--- src/rtl/nwlt_pkg.sv ---
// ----------------------------------------------------------------------------
// nwlt_pkg
// Shared types, codes and sizes for the named wake-lock table.
// ----------------------------------------------------------------------------
`default_nettype none

package nwlt_pkg;

   // Table size default and fixed field widths
   localparam int SLOTS_DEFAULT = 16;
   localparam int CMD_W         = 3;
   localparam int KEY_W         = 64;
   localparam int MODE_W        = 2;
   localparam int STATUS_W      = 3;
   localparam int SLOT_OUT_W    = 4;
   localparam int COUNT_OUT_W   = 5;
   localparam int USER_W        = 2;
   localparam int REQUEST_W     = 2;

   // Command codes
   localparam logic [CMD_W-1:0] CMD_ACQ_PARTIAL = 3'd0;
   localparam logic [CMD_W-1:0] CMD_ACQ_FULL    = 3'd1;
   localparam logic [CMD_W-1:0] CMD_RELEASE     = 3'd2;
   localparam logic [CMD_W-1:0] CMD_STANDBY     = 3'd3;
   localparam logic [CMD_W-1:0] CMD_WAKE        = 3'd4;

   // Lock modes held in a slot
   localparam logic [MODE_W-1:0] MODE_INACTIVE = 2'd0;
   localparam logic [MODE_W-1:0] MODE_PARTIAL  = 2'd1;
   localparam logic [MODE_W-1:0] MODE_FULL     = 2'd2;

   // Status codes
   localparam logic [STATUS_W-1:0] STAT_OK       = 3'd0;
   localparam logic [STATUS_W-1:0] STAT_SAME     = 3'd1;
   localparam logic [STATUS_W-1:0] STAT_BUSY     = 3'd2;
   localparam logic [STATUS_W-1:0] STAT_NOTFOUND = 3'd3;
   localparam logic [STATUS_W-1:0] STAT_NOSPACE  = 3'd4;
   localparam logic [STATUS_W-1:0] STAT_EMPTY    = 3'd5;
   localparam logic [STATUS_W-1:0] STAT_INACTIVE = 3'd6;

   // User states
   localparam logic [USER_W-1:0] UMODE_AWAKE  = 2'd0;
   localparam logic [USER_W-1:0] UMODE_NOTIFY = 2'd1;
   localparam logic [USER_W-1:0] UMODE_SLEEP  = 2'd2;

   // Suspend requests
   localparam logic [REQUEST_W-1:0] REQ_NONE    = 2'd0;
   localparam logic [REQUEST_W-1:0] REQ_STANDBY = 2'd1;
   localparam logic [REQUEST_W-1:0] REQ_WAKE    = 2'd2;

   // One slot of the table
   typedef struct packed {
      logic [KEY_W-1:0]  key;
      logic [MODE_W-1:0] mode;
   } entry_type;

   // Sequencer states
   typedef enum logic [1:0] {
      S_IDLE,
      S_SCAN,
      S_DECIDE
   } state_type;

endpackage : nwlt_pkg

`default_nettype wire

--- src/rtl/nwlt_store.sv ---
// ----------------------------------------------------------------------------
// nwlt_store
// Slot memory: one write port, one read port with registered data.
// Per-entry valid bits make never-written slots read as empty.
// ----------------------------------------------------------------------------
`default_nettype none

module nwlt_store #(
   parameter int SLOTS = nwlt_pkg::SLOTS_DEFAULT
) (
   input  wire logic                        clock,
   input  wire logic                        reset,
   input  wire logic                        rd_en,
   input  wire logic [$clog2(SLOTS)-1:0]    rd_addr,
   output nwlt_pkg::entry_type              rd_data,
   input  wire logic                        wr_en,
   input  wire logic [$clog2(SLOTS)-1:0]    wr_addr,
   input  wire nwlt_pkg::entry_type         wr_data
);

   nwlt_pkg::entry_type mem [SLOTS];
   nwlt_pkg::entry_type rd_data_ff;
   logic [SLOTS-1:0]    valid_ff;
   logic                rd_valid_ff;

   // Write the array and capture read data
   always_ff @(posedge clock) begin
      if (wr_en) begin
         mem[wr_addr] <= wr_data;
      end
      if (rd_en) begin
         rd_data_ff <= mem[rd_addr];
      end
   end

   // Track written entries; reset empties the table
   always_ff @(posedge clock) begin
      if (reset) begin
         valid_ff    <= '0;
         rd_valid_ff <= 1'b0;
      end else begin
         if (wr_en) begin
            valid_ff[wr_addr] <= 1'b1;
         end
         if (rd_en) begin
            rd_valid_ff <= valid_ff[rd_addr];
         end
      end
   end

   // Unwritten entries read as empty, inactive
   assign rd_data = rd_valid_ff ? rd_data_ff : '0;

endmodule : nwlt_store

`default_nettype wire

--- src/rtl/nwlt_ctrl.sv ---
// ----------------------------------------------------------------------------
// nwlt_ctrl
// Sequencer: scans the slot memory, decides the command, writes back at most one
// entry, keeps counts and user state, and holds the result word.
// ----------------------------------------------------------------------------
`default_nettype none

module nwlt_ctrl #(
   parameter int SLOTS = nwlt_pkg::SLOTS_DEFAULT
) (
   input  wire logic                                 clock,
   input  wire logic                                 reset,
   input  wire logic                                 req_valid,
   output logic                                      req_ready,
   input  wire logic [nwlt_pkg::CMD_W-1:0]           req_cmd,
   input  wire logic [nwlt_pkg::KEY_W-1:0]           req_lock_key,
   output logic                                      rsp_valid,
   input  wire logic                                 rsp_ready,
   output logic [nwlt_pkg::STATUS_W-1:0]             rsp_status,
   output logic [nwlt_pkg::SLOT_OUT_W-1:0]           rsp_slot_index,
   output logic [nwlt_pkg::COUNT_OUT_W-1:0]          rsp_full_count,
   output logic [nwlt_pkg::COUNT_OUT_W-1:0]          rsp_partial_count,
   output logic [nwlt_pkg::USER_W-1:0]               rsp_user_mode,
   output logic [nwlt_pkg::REQUEST_W-1:0]            rsp_suspend_request,
   output logic                                      rsp_any_lock_held,
   output logic                                      rd_en,
   output logic [$clog2(SLOTS)-1:0]                  rd_addr,
   input  wire nwlt_pkg::entry_type                  rd_data,
   output logic                                      wr_en,
   output logic [$clog2(SLOTS)-1:0]                  wr_addr,
   output nwlt_pkg::entry_type                       wr_data
);

   localparam int IW = $clog2(SLOTS);
   localparam int CW = $clog2(SLOTS + 1);
   localparam logic [IW-1:0] LAST = IW'(SLOTS - 1);

   nwlt_pkg::state_type state_ff, state_in;

   // Command word
   logic [nwlt_pkg::CMD_W-1:0] cmd_ff, cmd_in;
   logic [nwlt_pkg::KEY_W-1:0] key_ff, key_in;

   // Scan pipeline
   logic [IW-1:0] scan_ff, scan_in;
   logic          issue_ff, issue_in;
   logic          cmp_vld_ff, cmp_vld_in;
   logic [IW-1:0] cmp_idx_ff, cmp_idx_in;

   // Scan findings
   logic                        hit_ff, hit_in;
   logic [IW-1:0]               hit_idx_ff, hit_idx_in;
   logic [nwlt_pkg::MODE_W-1:0] hit_mode_ff, hit_mode_in;
   logic                        empty_ok_ff, empty_ok_in;
   logic [IW-1:0]               empty_idx_ff, empty_idx_in;
   logic                        idle_ok_ff, idle_ok_in;
   logic [IW-1:0]               idle_idx_ff, idle_idx_in;

   // Architectural state
   logic [CW-1:0]               full_ff, full_in;
   logic [CW-1:0]               partial_ff, partial_in;
   logic [nwlt_pkg::USER_W-1:0] user_ff, user_in;

   // Result word
   logic                           rsp_valid_ff, rsp_valid_in;
   logic [nwlt_pkg::STATUS_W-1:0]  status_ff, status_in;
   logic [IW-1:0]                  slot_ff, slot_in;
   logic [nwlt_pkg::REQUEST_W-1:0] request_ff, request_in;

   // Handshake helpers
   logic accept;
   logic lookup;
   logic out_free;
   logic retire;

   // Decision outputs
   logic                        dec_wr;
   logic [IW-1:0]               dec_addr;
   logic [nwlt_pkg::MODE_W-1:0] dec_mode;

   assign accept   = req_valid && req_ready;
   assign lookup   = (req_cmd <= nwlt_pkg::CMD_RELEASE) && (req_lock_key != '0);
   assign out_free = !rsp_valid_ff || rsp_ready;

   // Next state
   always_comb begin
      state_in = state_ff;
      unique case (state_ff)
         nwlt_pkg::S_IDLE: begin
            if (req_valid) begin
               state_in = lookup ? nwlt_pkg::S_SCAN : nwlt_pkg::S_DECIDE;
            end
         end
         nwlt_pkg::S_SCAN: begin
            if (cmp_vld_ff && (cmp_idx_ff == LAST)) begin
               state_in = nwlt_pkg::S_DECIDE;
            end
         end
         nwlt_pkg::S_DECIDE: begin
            if (out_free) begin
               state_in = nwlt_pkg::S_IDLE;
            end
         end
         default: state_in = nwlt_pkg::S_IDLE;
      endcase
   end

   // State outputs
   always_comb begin
      req_ready = 1'b0;
      rd_en     = 1'b0;
      retire    = 1'b0;
      unique case (state_ff)
         nwlt_pkg::S_IDLE:   req_ready = 1'b1;
         nwlt_pkg::S_SCAN:   rd_en     = issue_ff;
         nwlt_pkg::S_DECIDE: retire    = out_free;
         default: ;
      endcase
   end

   assign rd_addr = scan_ff;

   // Advance the scan and collect first hit, first empty, first inactive
   always_comb begin
      cmd_in       = cmd_ff;
      key_in       = key_ff;
      scan_in      = scan_ff;
      issue_in     = issue_ff;
      cmp_vld_in   = rd_en;
      cmp_idx_in   = scan_ff;
      hit_in       = hit_ff;
      hit_idx_in   = hit_idx_ff;
      hit_mode_in  = hit_mode_ff;
      empty_ok_in  = empty_ok_ff;
      empty_idx_in = empty_idx_ff;
      idle_ok_in   = idle_ok_ff;
      idle_idx_in  = idle_idx_ff;

      if (accept) begin
         cmd_in      = req_cmd;
         key_in      = req_lock_key;
         scan_in     = '0;
         issue_in    = lookup;
         hit_in      = 1'b0;
         empty_ok_in = 1'b0;
         idle_ok_in  = 1'b0;
      end

      if (rd_en) begin
         scan_in = scan_ff + IW'(1);
         if (scan_ff == LAST) begin
            issue_in = 1'b0;
         end
      end

      if (cmp_vld_ff) begin
         if (rd_data.key != '0) begin
            if ((rd_data.key == key_ff) && !hit_ff) begin
               hit_in      = 1'b1;
               hit_idx_in  = cmp_idx_ff;
               hit_mode_in = rd_data.mode;
            end else if ((rd_data.mode == nwlt_pkg::MODE_INACTIVE) && !idle_ok_ff) begin
               idle_ok_in  = 1'b1;
               idle_idx_in = cmp_idx_ff;
            end
         end else if (!empty_ok_ff) begin
            empty_ok_in  = 1'b1;
            empty_idx_in = cmp_idx_ff;
         end
      end
   end

   // Decide the command and form the result
   always_comb begin
      logic                        is_acq;
      logic [nwlt_pkg::MODE_W-1:0] want;
      logic [nwlt_pkg::MODE_W-1:0] cur;
      logic                        target_ok;
      logic [IW-1:0]               target;

      is_acq    = (cmd_ff == nwlt_pkg::CMD_ACQ_PARTIAL) || (cmd_ff == nwlt_pkg::CMD_ACQ_FULL);
      want      = (cmd_ff == nwlt_pkg::CMD_ACQ_FULL) ? nwlt_pkg::MODE_FULL
                                                     : nwlt_pkg::MODE_PARTIAL;
      cur       = hit_ff ? hit_mode_ff : nwlt_pkg::MODE_INACTIVE;
      target_ok = hit_ff || empty_ok_ff || idle_ok_ff;
      priority if (hit_ff)      target = hit_idx_ff;
      else if (empty_ok_ff)     target = empty_idx_ff;
      else                      target = idle_idx_ff;

      status_in  = nwlt_pkg::STAT_OK;
      slot_in    = '0;
      request_in = nwlt_pkg::REQ_NONE;
      full_in    = full_ff;
      partial_in = partial_ff;
      user_in    = user_ff;
      dec_wr     = 1'b0;
      dec_addr   = target;
      dec_mode   = nwlt_pkg::MODE_INACTIVE;

      priority if ((is_acq || (cmd_ff == nwlt_pkg::CMD_RELEASE)) && (key_ff == '0)) begin
         status_in = nwlt_pkg::STAT_EMPTY;
      end else if (cmd_ff == nwlt_pkg::CMD_RELEASE) begin
         if (!hit_ff) begin
            status_in = nwlt_pkg::STAT_NOTFOUND;
         end else begin
            slot_in = hit_idx_ff;
            if (hit_mode_ff == nwlt_pkg::MODE_INACTIVE) begin
               status_in = nwlt_pkg::STAT_INACTIVE;
            end else begin
               dec_wr   = 1'b1;
               dec_mode = nwlt_pkg::MODE_INACTIVE;
               if (hit_mode_ff == nwlt_pkg::MODE_FULL) begin
                  if (full_ff != '0) begin
                     full_in = full_ff - CW'(1);
                  end
                  if ((full_in == '0) && (user_ff == nwlt_pkg::UMODE_NOTIFY)) begin
                     user_in    = nwlt_pkg::UMODE_SLEEP;
                     request_in = nwlt_pkg::REQ_STANDBY;
                  end
               end else if (hit_mode_ff == nwlt_pkg::MODE_PARTIAL) begin
                  if (partial_ff != '0) begin
                     partial_in = partial_ff - CW'(1);
                  end
               end
            end
         end
      end else if (is_acq) begin
         if (!target_ok) begin
            status_in = nwlt_pkg::STAT_NOSPACE;
         end else begin
            slot_in = target;
            priority if (cur == want) begin
               status_in = nwlt_pkg::STAT_SAME;
            end else if (cur != nwlt_pkg::MODE_INACTIVE) begin
               status_in = nwlt_pkg::STAT_BUSY;
            end else begin
               dec_wr   = 1'b1;
               dec_mode = want;
               if (want == nwlt_pkg::MODE_FULL) begin
                  full_in = full_ff + CW'(1);
               end else begin
                  partial_in = partial_ff + CW'(1);
               end
            end
         end
      end else if (cmd_ff == nwlt_pkg::CMD_STANDBY) begin
         user_in    = nwlt_pkg::UMODE_SLEEP;
         request_in = nwlt_pkg::REQ_STANDBY;
      end else if (cmd_ff == nwlt_pkg::CMD_WAKE) begin
         user_in    = nwlt_pkg::UMODE_AWAKE;
         request_in = nwlt_pkg::REQ_WAKE;
      end else begin
         // Status query and unused codes leave the state alone
         status_in = nwlt_pkg::STAT_OK;
      end
   end

   // Write back at most one entry when the decision retires
   assign wr_en        = retire && dec_wr;
   assign wr_addr      = dec_addr;
   assign wr_data.key  = key_ff;
   assign wr_data.mode = dec_mode;

   // Hold the result word until taken
   always_comb begin
      rsp_valid_in = rsp_valid_ff;
      if (rsp_ready) begin
         rsp_valid_in = 1'b0;
      end
      if (retire) begin
         rsp_valid_in = 1'b1;
      end
   end

   // Control registers
   always_ff @(posedge clock) begin
      if (reset) begin
         state_ff     <= nwlt_pkg::S_IDLE;
         issue_ff     <= 1'b0;
         cmp_vld_ff   <= 1'b0;
         full_ff      <= '0;
         partial_ff   <= '0;
         user_ff      <= nwlt_pkg::UMODE_AWAKE;
         rsp_valid_ff <= 1'b0;
      end else begin
         state_ff     <= state_in;
         issue_ff     <= issue_in;
         cmp_vld_ff   <= cmp_vld_in;
         rsp_valid_ff <= rsp_valid_in;
         if (retire) begin
            full_ff    <= full_in;
            partial_ff <= partial_in;
            user_ff    <= user_in;
         end
      end
   end

   // Payload registers
   always_ff @(posedge clock) begin
      cmd_ff       <= cmd_in;
      key_ff       <= key_in;
      scan_ff      <= scan_in;
      cmp_idx_ff   <= cmp_idx_in;
      hit_ff       <= hit_in;
      hit_idx_ff   <= hit_idx_in;
      hit_mode_ff  <= hit_mode_in;
      empty_ok_ff  <= empty_ok_in;
      empty_idx_ff <= empty_idx_in;
      idle_ok_ff   <= idle_ok_in;
      idle_idx_ff  <= idle_idx_in;
      if (retire) begin
         status_ff  <= status_in;
         slot_ff    <= slot_in;
         request_ff <= request_in;
      end
   end

   // Drive the result channel
   assign rsp_valid           = rsp_valid_ff;
   assign rsp_status          = status_ff;
   assign rsp_slot_index      = nwlt_pkg::SLOT_OUT_W'(slot_ff);
   assign rsp_full_count      = nwlt_pkg::COUNT_OUT_W'(full_ff);
   assign rsp_partial_count   = nwlt_pkg::COUNT_OUT_W'(partial_ff);
   assign rsp_user_mode       = user_ff;
   assign rsp_suspend_request = request_ff;
   assign rsp_any_lock_held   = (full_ff != '0) || (partial_ff != '0);

endmodule : nwlt_ctrl

`default_nettype wire

--- src/rtl/named_wake_lock_table_unit.sv ---
// ----------------------------------------------------------------------------
// named_wake_lock_table_unit
// Table of named wake-lock slots keyed by a 64-bit name.
// ----------------------------------------------------------------------------
// Usage:
//   Request words (req_cmd, req_lock_key) enter on a valid/ready channel;
//   each gives exactly one response word on the rsp_ channel.
//   Lock commands (acquire partial, acquire full, release) with a nonzero
//   key scan every slot of the slot memory through its single read port,
//   one slot per cycle, then write back at most one entry. Standby, wake,
//   status and empty-name words skip the scan and go straight to the
//   decision. One word is in work at a time. The response sits in an
//   output register; the next request is taken while it waits, and a
//   stalled receiver holds the block only when a second response is
//   ready to be written.
//   Reset (synchronous, active high) empties all slots at once through
//   per-slot valid bits, clears both lock counts and sets the user state
//   to awake; the block takes a request in the first cycle after reset.
// ----------------------------------------------------------------------------
`default_nettype none

module named_wake_lock_table_unit #(
   parameter int SLOTS = nwlt_pkg::SLOTS_DEFAULT
) (
   input  wire logic                                 clock,
   input  wire logic                                 reset,
   input  wire logic                                 req_valid,
   output logic                                      req_ready,
   input  wire logic [nwlt_pkg::CMD_W-1:0]           req_cmd,
   input  wire logic [nwlt_pkg::KEY_W-1:0]           req_lock_key,
   output logic                                      rsp_valid,
   input  wire logic                                 rsp_ready,
   output logic [nwlt_pkg::STATUS_W-1:0]             rsp_status,
   output logic [nwlt_pkg::SLOT_OUT_W-1:0]           rsp_slot_index,
   output logic [nwlt_pkg::COUNT_OUT_W-1:0]          rsp_full_count,
   output logic [nwlt_pkg::COUNT_OUT_W-1:0]          rsp_partial_count,
   output logic [nwlt_pkg::USER_W-1:0]               rsp_user_mode,
   output logic [nwlt_pkg::REQUEST_W-1:0]            rsp_suspend_request,
   output logic                                      rsp_any_lock_held
);

   localparam int IW = $clog2(SLOTS);

   logic                rd_en;
   logic [IW-1:0]       rd_addr;
   nwlt_pkg::entry_type rd_data;
   logic                wr_en;
   logic [IW-1:0]       wr_addr;
   nwlt_pkg::entry_type wr_data;

   // Sequencer and result register
   nwlt_ctrl #(
      .SLOTS (SLOTS)
   ) u_ctrl (
      .clock               (clock),
      .reset               (reset),
      .req_valid           (req_valid),
      .req_ready           (req_ready),
      .req_cmd             (req_cmd),
      .req_lock_key        (req_lock_key),
      .rsp_valid           (rsp_valid),
      .rsp_ready           (rsp_ready),
      .rsp_status          (rsp_status),
      .rsp_slot_index      (rsp_slot_index),
      .rsp_full_count      (rsp_full_count),
      .rsp_partial_count   (rsp_partial_count),
      .rsp_user_mode       (rsp_user_mode),
      .rsp_suspend_request (rsp_suspend_request),
      .rsp_any_lock_held   (rsp_any_lock_held),
      .rd_en               (rd_en),
      .rd_addr             (rd_addr),
      .rd_data             (rd_data),
      .wr_en               (wr_en),
      .wr_addr             (wr_addr),
      .wr_data             (wr_data)
   );

   // Slot memory
   nwlt_store #(
      .SLOTS (SLOTS)
   ) u_store (
      .clock   (clock),
      .reset   (reset),
      .rd_en   (rd_en),
      .rd_addr (rd_addr),
      .rd_data (rd_data),
      .wr_en   (wr_en),
      .wr_addr (wr_addr),
      .wr_data (wr_data)
   );

endmodule : named_wake_lock_table_unit

`default_nettype wire

--- config.mk ---
export PLATFORM = sky130hd
export DESIGN_NAME = named_wake_lock_table_unit
export DESIGN_NICKNAME = d
export VERILOG_FILES = /design/src/rtl/nwlt_pkg.sv /design/src/rtl/nwlt_store.sv /design/src/rtl/nwlt_ctrl.sv /design/src/rtl/named_wake_lock_table_unit.sv
export SDC_FILE = /design/constraint.sdc
export NUM_CORES = 1
export LEC_CHECK = 0
export BUFFER_PORTS_ARGS = -buffer_cell sky130_fd_sc_hd__buf_2
export CORE_MARGIN = 5
export CORE_UTILIZATION = 40
export DETAILED_ROUTE_END_ITERATION = 8
export SYNTH_ARGS = -nofsm -noshare
export SYNTH_HDL_FRONTEND = slang
export SYNTH_SLANG_ARGS = --single-unit
--- constraint.sdc ---
create_clock -name clock -period 5.3 [get_ports clock]
set_input_delay 0.53 -clock clock [delete_from_list [all_inputs] [get_ports clock]]
set_output_delay 0.53 -clock clock [all_outputs]
set_load 0.1 [all_outputs]
==> impl_results.md <==
- DRT iter0 DRCs: about 3,000
- Initial antenna violation count: 5
- Critical-path top delay cell: nor2_4
- Worst Setup End Kind: flop
- Clk buf depth: 3
- First-pass DRT Iterations: 8
- Compound-Gate Fraction of Synth Area: 1.92%
- Global-route wire length before repair: 178,000 um
- Min Tclk post-route: between 4 and 5 ns
- Warnings from Yosys: 0
- Max-cap check violation count: 0
- DP HPWL: 71,500 um
- GP Congestion: 0.923
- Synthesis-to-finish area growth: 15.6%
- Worst setup path class: flop to flop
- Final Cycle Share: 78.5%
- Max Clock Freq: 240 MHz
- Largest net degree at the start of global routing: 126
- H-tree levels: 4
- DR DRC count: 0
- Nets@finish: about 2,500
- Synth async-reset ratio: 0%
- Clk Tree Root Cell: clkbuf_16
- Adder-cell share of the synthesized area: 0.264%
- Area of the die: about 130,000 um2
- Largest family of logic cells by synthesized area: multiplexers
- Synth Area in Simple Gates: 3.09%
- Routed length per placed instance: 30.1 um
- Leakage power: between 15 and 20 nW
- Pins Over Slew Limit: 0
- Final hold violations: 0
- Post-synthesis sequential area ratio: 77.3%
- Most frequent cells in the layout: edfxtp_1 (1,216), mux4_2 (335), clkbuf_16 (137)
- ANT nets after route: 0
- Setup Buffers After CTS: 0
- Overall power: 21.1 mW
- Synth Cell Area: 48,300 um2
- Global route overflow: 0
- CP peak stage delay: 0.75 ns
- Crit-path most repeated cell: buf_4
- Hold_sp: req_lock_key[54]
- # rows: 127
- Die W: 358 um
- Mux contribution to synthesized area: 15.8%
- CTS tree: yes
- Num CTS Buffers: about 130
- Status: complete, no violations
- CP startpoint kind: flop
- Clk sink count: roughly 1,300
- Most common cell after layout, fill and taps aside: edfxtp_1
- Critical Path RT: about 5.7 ns
- Worst path cell trace: nor2_1 > nand4_1 > or3_1 > nor4_4 > buf_4 > or4b_1 > nor2_4 > buf_4
- R2r endpoint: u_store.mem[15][58]$_DFFE_PP_
- Port Buf Inserts: 93
- Ys flop type: edfxtp_1
- Pwr dens: about 380 nW/um2
- Post-synth EDFFs: 1,216
- Vias in the first global route: 24,600
- Yosys reg bits: between 1,000 and 1,500
- Rel. slew slack: 17.0%
- Die H: 358 um
- Initial Util: about two fifths
- GRT Util Overall: 19.5%
- Hold EP: u_ctrl.key_ff[54]$_DFFE_PP_
- Peak supply drop: 312 uV
- Ports: between 90 and 100
- WP data arrival: around 4.6 ns
- Synth Net Count: 2,255
- Vias post-DR: 24,000
- R2R depth: 8
- Setup tns final: 0 ns
- WHS Path Cells: 1
- Core area: 120,000 um2
- Final setup viols: 0
- Maximum fanout along the worst path: 19
- Skew final: ~0.035 ns
- Unrepaired setup endpoints after global routing: false
- Synth area leader: edfxtp_1
- CTS resizes: 0
- Vias per cell: 5.82
- Post-Synth XOR/XNOR Area: 0.435%
- Count of cell types in the netlist: 63
- R2r setup slk: 1.14 ns
- Largest cells by area after synthesis: edfxtp_1 (76%), mux4_2 (16%), dfxtp_1 (1.7%), nor4_1 (0.65%), nor2_1 (0.49%)
- Synth Instances: ~2,200
- Worst-path clk slew: 0.06 ns
- Clk_lat worst skew: 0.74 ns
- Slew @ Worst Pin: 1.23 ns
- Hold crit path type: primary input to flop
- Critical R2R Launch: u_ctrl.key_ff[34]$_DFFE_PP_
- Post-Syn Area per Cell: 22.2 um2
- DRT Wirelength: ~120,000 um
- Post-synth top area share: 75.6%
- Layout cells sized above 1: 28.9%
[cell usage after synthesis (3+ instances only)]
| library cell | n |
|---|---|
| buf_2 | 25 |
| buf_1 | 11 |
| o2111ai_1 | 6 |
| mux4_2 | 335 |
| a2111oi_0 | 5 |
| a22oi_1 | 9 |
| nor3_1 | 10 |
| or4_1 | 6 |
| nor4bb_1 | 8 |
| buf_4 | 3 |
| nand3_1 | 7 |
| xnor2_1 | 16 |
| a211oi_1 | 3 |
| edfxtp_1 | 1216 |
| nand2_1 | 35 |
| dfxtp_1 | 40 |
| nand3b_1 | 4 |
| nor2_1 | 63 |
| a31oi_1 | 13 |
| or3_1 | 10 |
| o21ba_2 | 10 |
| nand2b_1 | 19 |
| o21ai_0 | 24 |
| nor2b_1 | 18 |
| o22ai_1 | 16 |
| and2_1 | 4 |
| clkbuf_1 | 52 |
| o32ai_1 | 4 |
| xor2_1 | 8 |
| mux2i_1 | 9 |
| or2_2 | 5 |
| nand4_1 | 14 |
| ha_1 | 7 |
| nor3b_1 | 3 |
| a21o_1 | 6 |
| inv_1 | 50 |
| o21a_1 | 3 |
| a21oi_1 | 17 |
| nor4_1 | 50 |
[registers in the layout, summed over array words and instances (netlist names), 2 cells and up]
signal                      count
u_store.mem                  1056
u_store.rd_data_ff             66
u_ctrl.key_ff                  64
u_store.valid_ff               16
u_ctrl.rsp_full_count           5
u_ctrl.rsp_partial_count        5
u_ctrl.cmp_idx_ff               4
u_ctrl.empty_idx_ff             4
u_ctrl.hit_idx_ff               4
u_ctrl.idle_idx_ff              4
u_ctrl.rd_addr                  4
u_ctrl.rsp_slot_index           4
u_ctrl.cmd_ff                   3
u_ctrl.rsp_status               3
u_ctrl.hit_mode_ff              2
u_ctrl.rsp_suspend_request      2
u_ctrl.state_ff                 2
[cell type report]
cell class	instances	area, um2
antenna	2	5.00
clock buffer	164	3550
clock inverter	74	641
fill	9778	64100
inverter	50	190
multi-input combinational	776	10500
sequential	1256	37300
tap	1612	2020
timing repair buffer	197	1610
[worst max path at each step]
| stage | from | to | depth (start not counted) |
|---|---|---|---|
| floorplan | u_ctrl.rsp_valid$_SDFFE_PP0P_ | u_store.mem[14][0]$_DFFE_PP_ | 6 |
| global placement | u_ctrl.key_ff[35]$_DFFE_PP_ | u_store.mem[12][50]$_DFFE_PP_ | 8 |
| detailed placement | u_ctrl.key_ff[15]$_DFFE_PP_ | u_store.mem[14][60]$_DFFE_PP_ | 8 |
| CTS | u_ctrl.key_ff[15]$_DFFE_PP_ | u_store.mem[14][45]$_DFFE_PP_ | 8 |
| global route | u_ctrl.key_ff[34]$_DFFE_PP_ | u_store.mem[12][13]$_DFFE_PP_ | 8 |
| finish | u_ctrl.key_ff[34]$_DFFE_PP_ | u_store.mem[15][58]$_DFFE_PP_ | 8 |
[worst max-delay path, delay by kind of cell (launching register included)]
family        cells  cell delay [ns]
simple gates      6             2.36
flops             1             0.72
buf+inv           2             0.69
[metrics by stage]
stage	hold WS [ns]	utilization, %	instances	setup WS [ns]	instance area [um2]
final	0.0478	46.6	4131	1.14	55800
after global routing	0.0177	46.5	4129	1.04	55800
after global placement	0.442	42.8	3862	1.29	51400
after detailed placement	0.453	42.8	3862	1.17	51400
after floorplan	0.346	-	2175	0.135	48300
after CTS	0.000741	46.5	4129	1.16	55800
[logic make-up (layout without fill, tap and decap cells)]
kind of cell | Yosys count | after routing
AOI/OAI and AO/OA | 132 | 132
xor gates and xnor gates | 24 | 24
adders and majority gates | 9 | 9
buffers and inverters | 143 | 485
DFF | 1256 | 1256
muxes | 344 | 344
other | 1 | 3
and+or+nand+nor | 266 | 266
[metal layers]
metal | global-route usage [%] | vias up | wire [um]
met2 | 30.7 | 1189 | 59000
met4 | 5.59 | 2 | 2880
met1 | 27.8 | 12900 | 51800
met5 | 0 | - | 13
li1 | - | 9713 | -
met3 | 4.01 | 222 | 10600
[timing repair]
item,in CTS,in global routing
endpoints found under the setup margin,0,0
endpoints found under the hold margin,29,0
hold buffers,29,0
[power breakdown]
| group | switching (mW) | internal [mW] | total [mW] |
|---|---|---|---|
| sequential | 0.165 | 11.0 | 11.2 |
| clock | 3.78 | 5.17 | 8.95 |
| combinational | 0.546 | 0.439 | 0.984 |
| total | 4.49 | 16.6 | 21.1 |
Note: power is estimated with default switching activity, not from simulation.
